==> src/design/imm_pkg.sv <==
package imm_pkg;

  localparam int ORDER_W     = 5;
  localparam int IDX_W       = 4;
  localparam int DATA_W      = 32;
  localparam int ACT_W       = 2;
  localparam int FIELD_REACH = 16;

  localparam logic [ACT_W-1:0] ACT_LOAD_A  = 2'd0;
  localparam logic [ACT_W-1:0] ACT_LOAD_B  = 2'd1;
  localparam logic [ACT_W-1:0] ACT_COMPUTE = 2'd2;

  typedef struct packed {
    logic [ACT_W-1:0]  action;
    logic [IDX_W-1:0]  row;
    logic [IDX_W-1:0]  col;
    logic [DATA_W-1:0] value;
  } cmd_t;

endpackage

==> src/design/imm_in_if.sv <==
interface imm_in_if import imm_pkg::*; ();
  logic              valid;
  logic              ready;
  logic [ACT_W-1:0]  action;
  logic [IDX_W-1:0]  in_row;
  logic [IDX_W-1:0]  in_col;
  logic [DATA_W-1:0] in_value;

  modport source (output valid, action, in_row, in_col, in_value, input ready);
  modport sink   (input valid, action, in_row, in_col, in_value, output ready);
endinterface

==> src/design/imm_front.sv <==
module imm_front import imm_pkg::*; (
  input  logic [ORDER_W-1:0] order_eff,
  imm_in_if.sink             in_chan,
  input  logic               q_full,
  output logic               push,
  output cmd_t               push_cmd
);

  logic row_ok;
  logic col_ok;
  logic keep;

  assign in_chan.ready = !q_full;
  assign row_ok = {1'b0, in_chan.in_row} < order_eff;
  assign col_ok = {1'b0, in_chan.in_col} < order_eff;

  always_comb begin
    case (in_chan.action)
      ACT_LOAD_A:  keep = row_ok && col_ok;
      ACT_LOAD_B:  keep = row_ok && col_ok;
      ACT_COMPUTE: keep = row_ok;
      default:     keep = 1'b0;
    endcase
  end

  // drop items that fall outside the matrix in use or carry an unused action
  assign push = in_chan.valid && in_chan.ready && keep;
  assign push_cmd.action = in_chan.action;
  assign push_cmd.row    = in_chan.in_row;
  assign push_cmd.col    = in_chan.in_col;
  assign push_cmd.value  = in_chan.in_value;

endmodule

==> src/flat_wrapper.sv <==
// flat-port wrapper written by rule: the top's interface ports become plain ports
module imm_front_flat import imm_pkg::*;
  (order_eff, q_full, push, push_cmd, in_chan_valid, in_chan_action, in_chan_in_row, in_chan_in_col, in_chan_in_value, in_chan_ready);
  imm_in_if in_chan_i ();
  input  logic [ORDER_W-1:0] order_eff;
  input  logic q_full;
  output logic push;
  output cmd_t push_cmd;
  input wire logic [$bits(in_chan_i.valid)-1:0] in_chan_valid;
  input wire logic [$bits(in_chan_i.action)-1:0] in_chan_action;
  input wire logic [$bits(in_chan_i.in_row)-1:0] in_chan_in_row;
  input wire logic [$bits(in_chan_i.in_col)-1:0] in_chan_in_col;
  input wire logic [$bits(in_chan_i.in_value)-1:0] in_chan_in_value;
  output wire logic [$bits(in_chan_i.ready)-1:0] in_chan_ready;
  assign in_chan_i.valid = in_chan_valid;
  assign in_chan_i.action = in_chan_action;
  assign in_chan_i.in_row = in_chan_in_row;
  assign in_chan_i.in_col = in_chan_in_col;
  assign in_chan_i.in_value = in_chan_in_value;
  assign in_chan_ready = in_chan_i.ready;
  imm_front u_core (.order_eff(order_eff), .in_chan(in_chan_i), .q_full(q_full), .push(push), .push_cmd(push_cmd));
endmodule
==> config.mk <==
export PLATFORM = sky130hd
export DESIGN_NAME = imm_front_flat
export DESIGN_NICKNAME = d
export VERILOG_FILES = /design/src/design/imm_pkg.sv /design/src/design/imm_in_if.sv /design/src/design/imm_front.sv /design/src/flat_wrapper.sv
export SDC_FILE = /design/constraint.sdc
export NUM_CORES = 1
export LEC_CHECK = 0
export BUFFER_PORTS_ARGS = -buffer_cell sky130_fd_sc_hd__buf_2
export CORE_MARGIN = 4
export CORE_UTILIZATION = 27
export DETAILED_ROUTE_END_ITERATION = 16
export GPL_TIMING_DRIVEN = 0
export PLACE_DENSITY_LB_ADDON = 0.3
export SYNTH_ARGS = -nofsm -noshare
export SYNTH_HDL_FRONTEND = slang
export SYNTH_SLANG_ARGS = --single-unit
==> constraint.sdc <==
create_clock -name vclk -period 1.2
set_clock_uncertainty 0.1 [all_clocks]
set_input_delay 0.06 -clock vclk [all_inputs]
set_output_delay 0.06 -clock vclk [all_outputs]
set_load 0.05 [all_outputs]
Word-level counts from Yosys, hierarchy flattened
Cells that the tools add are included.

storage, ports and cells
  flip-flop bits (word level) = 0
  output and inout port bits = 44
  logic and storage cells = 11

cells by class
  order comparisons = 2
  equal/unequal tests = 2
  mux-type cells = 1
  reduce and logical (&&, ||, !) cells = 6

operators with widths
  kind                                                                   count
  4-bit by 5-bit less-than comparator with 1-bit output                  2
  1-bit logical AND                                                      3
  2-bit by 1-bit equality test with 1-bit output, second input constant  1
  2-bit equality test, second input constant                             1
  2-bit zero test                                                        1
  1-bit one-hot mux with 2 select lines                                  1
  2-bit OR reduction                                                     1
  1-bit zero test                                                        1

Depth between registers and ports, before layout
  depth after elaboration = 4
  mapped depth = 5
  mapped depth without buffers = 5

Worst setup path before layout
Ideal clock, no wire load.

  path kind = input-to-output
  start = in order_eff[1]
  end = out push
  arrival time = 1789 ps
  data required time = 1040 ps
  path slack = -749 ps
  stages = 5
  buffers on the path = 0
  cell sequence = inv_1 -> ha_1 -> a2111oi_2 -> a2111oi_1 -> nor3_1

between the ends
  cells in the longest elaborated chain, start to end = 4
  elaborated cells between the ends (all ways) = 5
  classes of those cells = 2 x order compare; 1 x mux; 2 x reduce/logical

ends and longest elaborated chain
  item                                                                      RTL line                          source
  start, declared                                                           flat_wrapper.sv:5                 input logic [ORDER_W-1:0] order_eff;
  4-bit by 5-bit less-than comparator with 1-bit output (on tied branches)  imm_front.sv:14, imm_front.sv:15
  1-bit logical AND                                                         imm_front.sv:19, imm_front.sv:20
  1-bit one-hot mux with 2 select lines *                                   imm_front.sv:18                   case (in_chan.action)
  1-bit logical AND *                                                       imm_front.sv:27                   assign push = in_chan.valid && in_chan.ready && keep;
  end, declared                                                             flat_wrapper.sv:7                 output logic push;

Mark *: on every way between the ends. The rest lies on a longest branch, timed or not.

Worst setup path after layout
  start = in in_chan_in_col[1]
  end = out push

between the ends
  cells in the longest elaborated chain, start to end = 4

ends and longest elaborated chain
  item                                                   RTL line                          source
  start, declared                                        flat_wrapper.sv:12                input wire logic [$bits(in_chan_i.in_col)-1:0] in_chan_in_col;
  4-bit by 5-bit less-than comparator with 1-bit output  imm_front.sv:15                   assign col_ok = {1'b0, in_chan.in_col} < order_eff;
  1-bit logical AND                                      imm_front.sv:19, imm_front.sv:20
  1-bit one-hot mux with 2 select lines                  imm_front.sv:18
  1-bit logical AND                                      imm_front.sv:27

Every way passes these cells.

==> flow_metrics.env <==
export IMPL_netlist_area_leader_share_pct=63.8
export IMPL_worstMarginPinSlew_ps=325
export IMPL_gr_total_overflow=0
export IMPL_clkbuf_count=0
export IMPL_design_seq_count=0
export IMPL_drv_cap=0
export IMPL_critical_path_arrival_ps=1150
export IMPL_synthCells=66
export IMPL_antenna_found_initial=0
export IMPL_crit_fanout=2
export IMPL_yosys_cell_types_count=12
export IMPL_fin_crit_ps=1310
export IMPL_placed_cells=152
export IMPL_area_growth_pct=82.0
export IMPL_portBuffers=61
export IMPL_start_kind="primary input"
export IMPL_pwr_density_cell_mw_per_mm2=630
export IMPL_slew_headroom_pct=78.4
export IMPL_hold_class="primary input to output pin"
export IMPL_first_iter_violations=1
export IMPL_routed_wl_um=1350
export IMPL_min_path_cells=2
export IMPL_finalNetCount=184
export IMPL_rsz0062_at_grt="yes"
export IMPL_synth_common_cells="buf_4 (42), ha_1 (6), inv_1 (6), nand2b_1 (3), a21oi_1 (2)"
export IMPL_setup_viol=1
export IMPL_n_antenna_cell=0
export IMPL_syn_num_nets=121
export IMPL_post_route_period_util_pct=109
export IMPL_wl_per_cell_um=8.87
export IMPL_syn_area_um2=494
export IMPL_layout_drive_gt1_share_pct=85.8
export IMPL_stdcell_count=152
export IMPL_syn_mean_instance_area_um2=7.49
export IMPL_ys_warn_count=0
export IMPL_setup_slack_ps=-107
export IMPL_gp_congestion=0.677
export IMPL_die_w_um=50.8
export IMPL_max_freq_mhz=765
export IMPL_ys_seq_area_share_pct=0
export IMPL_place_ws_ps=-290
export IMPL_slew_violations=0
export IMPL_vias=569
export IMPL_synth_area_top_cells="buf_4 (64%), ha_1 (15%), inv_1 (4.6%), nand2b_1 (3.8%), a2111oi_2 (3.0%)"
export IMPL_fin_util_pct=52.1
export IMPL_critical_path_class="primary input to output pin"
export IMPL_vias_per_cell=3.74
export IMPL_grt_pass1_vias=468
export IMPL_seqCellArea_um2=0
export IMPL_yosysMostFrequentCell="buf_4"
export IMPL_io_pins=93
export IMPL_violations="negative setup slack"
export IMPL_finalPower_mw=0.567
export IMPL_peakVddDrop_mv=0.301
export IMPL_final_hold_violation_count=0
export IMPL_die_height_um=50.8
export IMPL_core_mm2=0.00173
export IMPL_critPathCaptureType="output pin"
export IMPL_post_dp_hpwl_um=1290
export IMPL_crit_required_ps=1040
export IMPL_route_detailed_drc=0
export IMPL_grtUsageTotal_pct=8.89
export IMPL_drtPass1Iterations=2
export IMPL_outcome="finished, violations left"
export IMPL_ant_nets=0
export IMPL_p_leak_nw=0.540
export IMPL_row_count=15
export IMPL_yosysTopAreaCell="buf_4"
export IMPL_start_util_pct=28.6
export IMPL_hold_buffers=0
export IMPL_grt_start_max_net_pins=4
export IMPL_grt_pass1_wl_um=1940
export IMPL_dieArea_mm2=0.00258
## final timing paths
| check | to | slack, ps | from |
|---|---|---|---|
| worst max-delay path | push | -110 | in_chan_in_col[1] |
| worst min-delay path | push_cmd[14] | 320 | in_chan_in_value[14] |
## what timing repair did
action | 4_1_cts | 5_1_grt
buffers inserted | 0 | 0
setup endpoints to repair | 1 | 1
pin swaps | 2 | 0
resized for setup | 4 | 3
## power by group
part / internal [mW] / switching (mW)
Sequential: 0 / 0
Clock: 0 / 0
Combinational: 0.196 / 0.370
## area by class of cell
class,count,area [um^2]
fill,175,827
tap,25,31.3
inverter,6,22.5
buffer,42,315
multi-input combinational,18,213
timing repair buffer,61,318
## cells by family (layout without fill, tap and decap cells)
family | count (synthesis) | count (layout) | share of synthesized area (%)
buffers and inverters | 48 | 109 | 68.4
AND/OR/NAND/NOR | 6 | 6 | 6.58
AO/OA/AOI/OAI | 6 | 6 | 9.87
adder cells (fa/ha/maj) | 6 | 6 | 15.2
## through the flow
stage               setup TNS, ps  hold WS, ps  instance area, um^2
finish                       -107          322                  900
global route                 -172          325                  900
CTS                          -134          323                  881
detailed placement           -290          323                  872
global placement             -290          323                  872
floorplan                    -165          187                  536
## critical path, cell delays in order
cell	delay (ps)
buf_2	120
ha_4	240
a2111oi_4	350
a2111oi_4	70
nor3_4	130
buf_6	180
## placed cells by master (no fill, tap or decap)
cell,n
ha_2,1
inv_2,1
ha_1,4
o2111ai_1,1
a21oi_1,2
ha_4,1
inv_1,5
nand3_1,1
buf_6,2
nand2_1,1
buf_4,42
o21ai_1,1
nor3_4,1
nand2b_1,3
a2111oi_4,2
buf_2,59
## metal layers
metal  vias up  track usage, %  part of all wire [%]
li1        293               -                     -
met4         0               0                     0
met3         0            2.37                    20
met5         -               0                     0
met1       224            11.8                    34
met2        52            15.2                    46
Power figures use the tool's default switching activity.
