$ cat config.mk
export PLATFORM = sky130hd
export DESIGN_NAME = imm_queue
export DESIGN_NICKNAME = d
export VERILOG_FILES = /design/src/design/imm_pkg.sv /design/src/design/imm_queue.sv
export SDC_FILE = /design/constraint.sdc
export NUM_CORES = 1
export LEC_CHECK = 0
export ABC_AREA = 1
export BUFFER_PORTS_ARGS = -buffer_cell sky130_fd_sc_hd__buf_2
export CORE_ASPECT_RATIO = 0.6
export CORE_MARGIN = 1
export CORE_UTILIZATION = 47
export DETAILED_ROUTE_END_ITERATION = 8
export GPL_ROUTABILITY_DRIVEN = 0
export HOLD_SLACK_MARGIN = 0.1
export PLACE_DENSITY = 0.75
export SLEW_MARGIN = 20
export SYNTH_ARGS = -nofsm -noshare
export SYNTH_HDL_FRONTEND = slang
export SYNTH_SLANG_ARGS = --single-unit
$ cat constraint.sdc
create_clock -name clk -period 2.8 [get_ports clk]
set_clock_uncertainty 0.15 [all_clocks]
set_input_delay 0.56 -clock clk [delete_from_list [all_inputs] [get_ports clk]]
set_output_delay 0.56 -clock clk [all_outputs]
set_load 0.02 [all_outputs]
$ cat src/design/imm_pkg.sv
package imm_pkg;

  localparam int ORDER_W     = 5;
  localparam int IDX_W       = 4;
  localparam int DATA_W      = 32;
  localparam int ACT_W       = 2;
  localparam int FIELD_REACH = 16;

  localparam logic [ACT_W-1:0] ACT_LOAD_A  = 2'd0;
  localparam logic [ACT_W-1:0] ACT_LOAD_B  = 2'd1;
  localparam logic [ACT_W-1:0] ACT_COMPUTE = 2'd2;

  typedef struct packed {
    logic [ACT_W-1:0]  action;
    logic [IDX_W-1:0]  row;
    logic [IDX_W-1:0]  col;
    logic [DATA_W-1:0] value;
  } cmd_t;

endpackage

$ cat src/design/imm_queue.sv
module imm_queue import imm_pkg::*; (
  input  logic clk,
  input  logic rst_n,
  input  logic push,
  input  cmd_t push_cmd,
  output logic full,
  output logic q_valid,
  output cmd_t q_cmd,
  input  logic pop
);

  cmd_t       ent_r [2];
  logic       wr_ptr_r;
  logic       rd_ptr_r;
  logic [1:0] cnt_r;

  assign full    = cnt_r == 2'd2;
  assign q_valid = cnt_r != 2'd0;
  assign q_cmd   = ent_r[rd_ptr_r];

  always_ff @(posedge clk) begin
    if (push) begin
      ent_r[wr_ptr_r] <= push_cmd;
    end
  end

  always_ff @(posedge clk) begin
    if (!rst_n) begin
      wr_ptr_r <= 1'b0;
      rd_ptr_r <= 1'b0;
      cnt_r    <= 2'd0;
    end else begin
      if (push) begin
        wr_ptr_r <= !wr_ptr_r;
      end
      if (pop && q_valid) begin
        rd_ptr_r <= !rd_ptr_r;
      end
      cnt_r <= cnt_r + 2'(push) - 2'(pop && q_valid);
    end
  end

endmodule

After elaboration in Yosys (flattened, before gate mapping)
Memory sizes are Yosys's and may differ from the RTL's. A register that Yosys moved wholly into a read port is not among the register bits.
Cells that the tools add are included.
- flip-flop bits (word level): 4
- RAM bits: 84
- input bits: 46
- output and inout bits: 44
- logic and storage cells: 15
- memories kept: 1
- add/subtract/negate cells: 2
- equal/unequal tests: 1
- muxes and demuxes: 4
- reductions and logical operators: 4
- memory list (memory ; depth ; width ; rd ports ; clocked after Yosys merged registers in ; write ports ; RTL line ; RTL):
    ent_r ; 2 ; 42 ; 1 ; 1 ; 1 ; imm_queue.sv:12 ; cmd_t ent_r [2];
- operators by type and width (cell ; count):
    2-to-1 mux 1 bit ; 4
    adder 2 x 1 -> 2 bit ; 1
    equality test 2 bit, second input constant ; 1
    zero test 1 bit ; 2
    nonzero test 2 bit ; 1
    subtractor 2 x 1 -> 2 bit ; 1
    logical AND 1 bit ; 1

Depth between registers and ports, before layout
Gate-level depths: netlist (run 1).
- depth after elaboration: 4
- mapped depth: 10
- mapped depth without buffers: 10

Worst setup path after synthesis (run 1)
Ideal clock, no wire load.
- kind: in2reg
- from: input push
- to: memory ent_r[0][0] (netlist name) (enable)
- library setup time: 0.442 ns
- arrival: 2.366 ns
- required time: 2.208 ns
- path slack: -0.159 ns
- stages: 2
- buffers on the path: 0
- cell sequence: inv_1 nor2_1
- cells in the longest elaborated chain, start to end: 2
- ends and longest elaborated chain (item ; RTL line ; RTL):
    start: declaration ; imm_queue.sv:4 ; input logic push,
    2-to-1 mux 1 bit ; imm_queue.sv:22 ; if (push) begin
    2-to-1 mux 1 bit (not written as such) ; imm_queue.sv:23 ; ent_r[wr_ptr_r] <= push_cmd;
    end: declaration ; imm_queue.sv:12 ;
Every way passes these cells.

==> results of run 1 <==
flip-flops by register name, indices dropped and copies added (netlist names), named ones only:
signal	count
cnt_r	2
ent_r	84
rd_ptr_r	1
wr_ptr_r	1
layout make-up:
type,instances,area (um2)
clock buffers,12,246.5
clock inverters,4,76.32
fillers,515,2570
inverters,8,30.03
multi-input cells,65,738.2
flip-flops and latches,89,2624
well taps,87,108.9
repair buffers,93,513.0
worst register-to-register path, cell delays in order (launching register included):
cell and delay, ns:
dfxtp_1 0.34, nor2_4 0.52, buf_12 0.26
cell usage in the layout (no fill, tap or decap):
cell	count
buf_4	1
mux2_4	40
ha_1	2
clkinv_4	1
clkinvlp_4	1
buf_12	3
edfxtp_1	84
buf_2	89
mux2_2	2
dfxtp_1	4
inv_2	1
a21oi_1	1
nor2_4	1
inv_1	7
dfxtp_2	1
clkbuf_8	1
nand3_1	2
clkbuf_16	9
nand2_1	8
bufinv_16	2
clkbuf_1	2
nor2_1	9
through the flow:
| step | power (mW) | cells |
|---|---|---|
| 2_1_floorplan | 2.302 | 167 |
| 3_3_place_gp | 2.475 | 342 |
| 3_5_place_dp | 2.487 | 342 |
| 4_1_cts | 3.737 | 358 |
| 5_1_grt | 3.866 | 358 |
| 6_report | 3.704 | 358 |
path summary, 6_finish.rpt:
| check | to | cells after the start | slack (ns) | startpoint |
|---|---|---|---|---|
| max | q_cmd[24] | 3 | 0.40 | flip-flop |
| min | ent_r[1][9] | 1 | 0.27 | push_cmd[9] |
| max reg2reg | ent_r[0][41] | 2 | 1.22 | wr_ptr_r |
| min reg2reg | rd_ptr_r | 2 | 0.38 | rd_ptr_r |
kinds of logic after synthesis:
group,after synthesis,share of synthesized area
flops,89,0.7548
buf+inv,13,0.03493
fa+ha+maj,2,0.007201
compound gates,1,0.001439
mux,42,0.1793
simple gates,20,0.02233
where the power goes:
group | switching, mW | internal, mW
Combinational | 0.446 | 0.395
Sequential | 0.0569 | 1.56
Clock | 0.444 | 0.807
Total | 0.946 | 2.76
per-layer routing:
metal	vias up	global-route usage
met2	71	0.2546
li1	827	-
met3	7	0.06993
met5	-	0
met4	0	0.05428
met1	800	0.1866
==> metrics.cfg, run 1 <==
[run_status]
status=finished, final reports clean

[timing]
finalSetupTns_ns=0
hold_ws_ns=0.2658
final_max_slew_viol_count=0
setup_viol=0
fin_ws_ns=0.3962
tightestPinTransition_ns=0.6343
min_period_ns=2.404
finalHoldViolCount=0
post-route-period-util=0.8585
slew_headroom=0.5761
rsz0062_at_grt=false
fmax_mhz=416.0

[placement]
hpwl_um=3929
post-place-ws_ns=0.7151
place_area_mm2=0.004014
numPortBuffers=89

[routing]
wl_um=5641
top_layer_used=met4
routedWlPerCell_um=15.76
drt-pass1-iter-count=4
met1_length_um=2408
wl_met3_um=488
drt_iter0_markers=63
wl_met2_um=2685
ant_nets=0
drcViolationCount=0
vias=1705
viasPerCell=4.763

[critical_path]
setup.worst_path.start_class=flip-flop
cp_max_fo=12
critPathKind=reg -> out
cp_top_family=flip-flops
worst_path_max_delay_cell=dfxtp_2
critPathRequiredTime_ns=2.09
slowest_delay_ns=0.58
arrival_ns=1.69
path_buf_inv=2
crit_chain=buf_4 -> mux2_4 -> buf_2
worst_setup_path_end_kind=primary output

[die]
dieArea_mm2=0.007752
start_util=0.5031
die_x_um=113
coreArea_mm2=0.006907
row_count=23
dieHeight_um=68.60
io-pin-count=90

[synthesis]
async_flop_share=0
synthCells=167
ys_seq_area_frac=0.7548
yosysUniqueCellTypes=12
synth_nets=215
netlist_area_mm2=0.003475
synth_commonest_cells=edfxtp_1, mux2_4, nor2_1
syn_avg_cell_area_um2=20.81
synth_top_area_share=0.7260
synth.most_common_cell=edfxtp_1
ys_seq_elements=89
synth_warnings=0
synth_edf_count=84
synthTopCellsByArea=edfxtp_1, mux2_4, dfxtp_1
synthFlopType=edfxtp_1
yosysTopAreaCell=edfxtp_1

[cts]
cts_root_buffer=clkbuf_16
worstSkewPairLatency_ns=0.32
cts_tree=done
clock-sinks=89
h-tree-depth=3
post-cts-setup-buffers=0
cts.clk_slew.worst_paths_ns=0.06
ctsLongestPathBuffers=2
cts_inserted_buffers=9
cts_hold_buf=0
cts_resized=0

[grt]
antenna_found_initial=0
grt_pass1_wl_um=8390
grt_max_degree=23
grtUsageTotal=0.1555
overflow=0
grt_pass1_vias=1654

[job]
max_cap_viol_count=0

[final_layout]
utilization=0.6279
fin_nets=314
design_area_mm2=0.004337
drive_gt1_frac=0.5609
n_antenna_cell=0
area_growth_pct=24.81

[pwr]
irDropWorstVdd_uv=451.8
pwr_density_cell_mw_per_mm2=854.0
leakage_nw=1.766

[hold_path]
hold_class=in -> reg

(Power assumes the default switching activity.)
==> inputs of run 2 (changes only) <==
CORE_MARGIN = 2   (was 1)
CORE_UTILIZATION = 45   (was 47)
CTS_CLUSTER_DIAMETER = 200   (was unset)
PLACE_DENSITY = 0.72   (was 0.75)
==> run 2 against run 1 <==
  * Global-route usage is 0.49 points lower
  * Register-to-register slack worse by 0.02 ns
  * Routed wire length up 3.7%
  * Hold slack got worse by 0.0017 ns
  * Die area grew 9.2%
  * Power decreased by 2.2%
  * Clock-buffer cell count increased by 2
  * Via count increased by 2.3%
  * Non-clock buffer count unchanged
  * Critical path depth is the same
  * Sequential power hardly changed
  * Clock power is 7% lower
  * Critical endpoint is now q_cmd[14]
  * Largest power group unchanged
==> metrics.cfg, run 2 (synthesis results as in run 1) <==
[routing]
ant_nets=0
drcViolationCount=0
vias=1745
drt_iter0_markers=66
wl_um=5848
routedWlPerCell_um=15.59
drt-pass1-iter-count=4
viasPerCell=4.653

[final_layout]
design_area_mm2=0.004327
final_common_cell=buf_2
area_growth_pct=24.52
n_fill_cell=576
top_regs=ent_r x84, cnt_r x2
drive_gt1_frac=0.5535
top_register=ent_r
largest_reg_flops=84
final_cell_mix=buf_2, edfxtp_1, mux2_4
n_antenna_cell=0
fin_nets=314

[pwr]
pwr_density_cell_mw_per_mm2=837.4
switching_power_uw=947.9
swShare=0.2616
intPower_mw=2.675
pwr-share-clk=0.321
irDropWorstVdd_uv=459.6
leakage_nw=1.749
combPwrFrac=0.231
pwr-share-seq=0.447
finalPower_mw=3.623

[critical_path]
crit_chain=buf_12 -> mux2_4 -> buf_2
setup.worst_path.start_class=flip-flop
critPathRequiredTime_ns=2.09
critPathKind=reg -> out
r2r_cells=3
cp_max_fo=14
worst_setup_path_end_kind=primary output
arrival_ns=1.72
slowest_delay_ns=0.65
worst_path_max_delay_cell=dfxtp_2

[timing]
slew_headroom=0.6139
tightestPinTransition_ns=0.5791
finalSetupTns_ns=0
min_period_ns=2.430
post-route-period-util=0.8678
finalHoldViolCount=0
fin_ws_ns=0.3701
rsz0062_at_grt=false
setup_viol=0
fmax_mhz=411.5
final_max_slew_viol_count=0

[grt]
grt_pass1_vias=1829
overflow=0
use_met3=0.06997
antenna_found_initial=0
grt.busiest_layer=met2
met1_usage=0.2019
grtUsageTotal=0.1506
grt_max_degree=43
use_met2=0.2170
grt_pass1_wl_um=9335

[job]
max_cap_viol_count=0

[cts]
cts_root_buffer=clkbuf_16
post-cts-setup-buffers=0
cts_inserted_buffers=9
cts_tree=done
h-tree-depth=3
clock-sinks=89
cts_hold_buf=0
worstSkewPairLatency_ns=0.33
cts_resized=0
cts.clk_slew.worst_paths_ns=0.06
ctsLongestPathBuffers=2

[placement]
hpwl_um=3927
post-place-ws_ns=0.7222
numPortBuffers=89
place_area_mm2=0.004035

[die]
coreArea_mm2=0.007357
dieHeight_um=72.07
dieArea_mm2=0.008463
io-pin-count=90
row_count=24
die_x_um=117.4
start_util=0.4723

[hold_path]
holdPathStages=1
hold_class=in -> reg

[run_status]
status=finished, final reports clean

==> run 2: changes by cell type in the layout (fill, tap and decap cells not counted), sizes merged <==
cell    change
clkinv      -1
clkbuf      +2
bufinv      -1
==> run 2: worst paths after layout <==
path | startpoint | slack, ns | end
setup / recovery | flip-flop | 0.37 | q_cmd[14]
hold reg to reg | rd_ptr_r | 0.36 | rd_ptr_r
setup reg to reg | wr_ptr_r | 1.20 | ent_r[1][14]
hold / removal | push_cmd[32] | 0.26 | ent_r[1][32]
==> run 2: metal layers <==
layer | share of wire | up-vias
met5 | 0 | -
met4 | 0.011 | 0
met3 | 0.083 | 7
met2 | 0.43 | 78
met1 | 0.48 | 834
li1 | - | 826
==> run 2: stage by stage <==
| stage | hold slack (ns) | util | std cells |
|---|---|---|---|
| 6_report | 0.2641 | 0.5881 | 375 |
| 3_3_place_gp | 0.3379 | 0.5485 | 359 |
| 5_1_grt | 0.2469 | 0.5881 | 375 |
| 4_1_cts | 0.2507 | 0.5881 | 375 |
| 2_1_floorplan | 0.3175 | - | 167 |
| 3_5_place_dp | 0.3531 | 0.5485 | 359 |
==> run 2: area by class of cell <==
class | instances | area (um2) | share of cell area
sequential | 89 | 2624 | 0.6064
timing repair buffer | 93 | 513.0 | 0.1186
tap | 104 | 130.1 | 0.03008
clock inverter | 2 | 37.54 | 0.008676
clock buffer | 14 | 254.0 | 0.05870
multi-input combinational | 65 | 738.2 | 0.1706
inverter | 8 | 30.03 | 0.006940
==> run 2: worst max-delay path: cells and delay by family (launching register included) <==
| kind | cells | cell delay [ns] |
|---|---|---|
| flops | 1 | 0.65 |
| buf+inv | 2 | 0.40 |
| mux | 1 | 0.32 |
==> run 2: power groups by stage <==
stage | Sequential, mW | Combinational [mW] | Clock, mW
floorplan | 1.61 | 0.696 | 0
global placement | 1.65 | 0.836 | 0
detailed placement | 1.65 | 0.843 | 0
CTS | 1.62 | 0.848 | 1.19
global route | 1.63 | 0.913 | 1.25
finish | 1.62 | 0.838 | 1.16
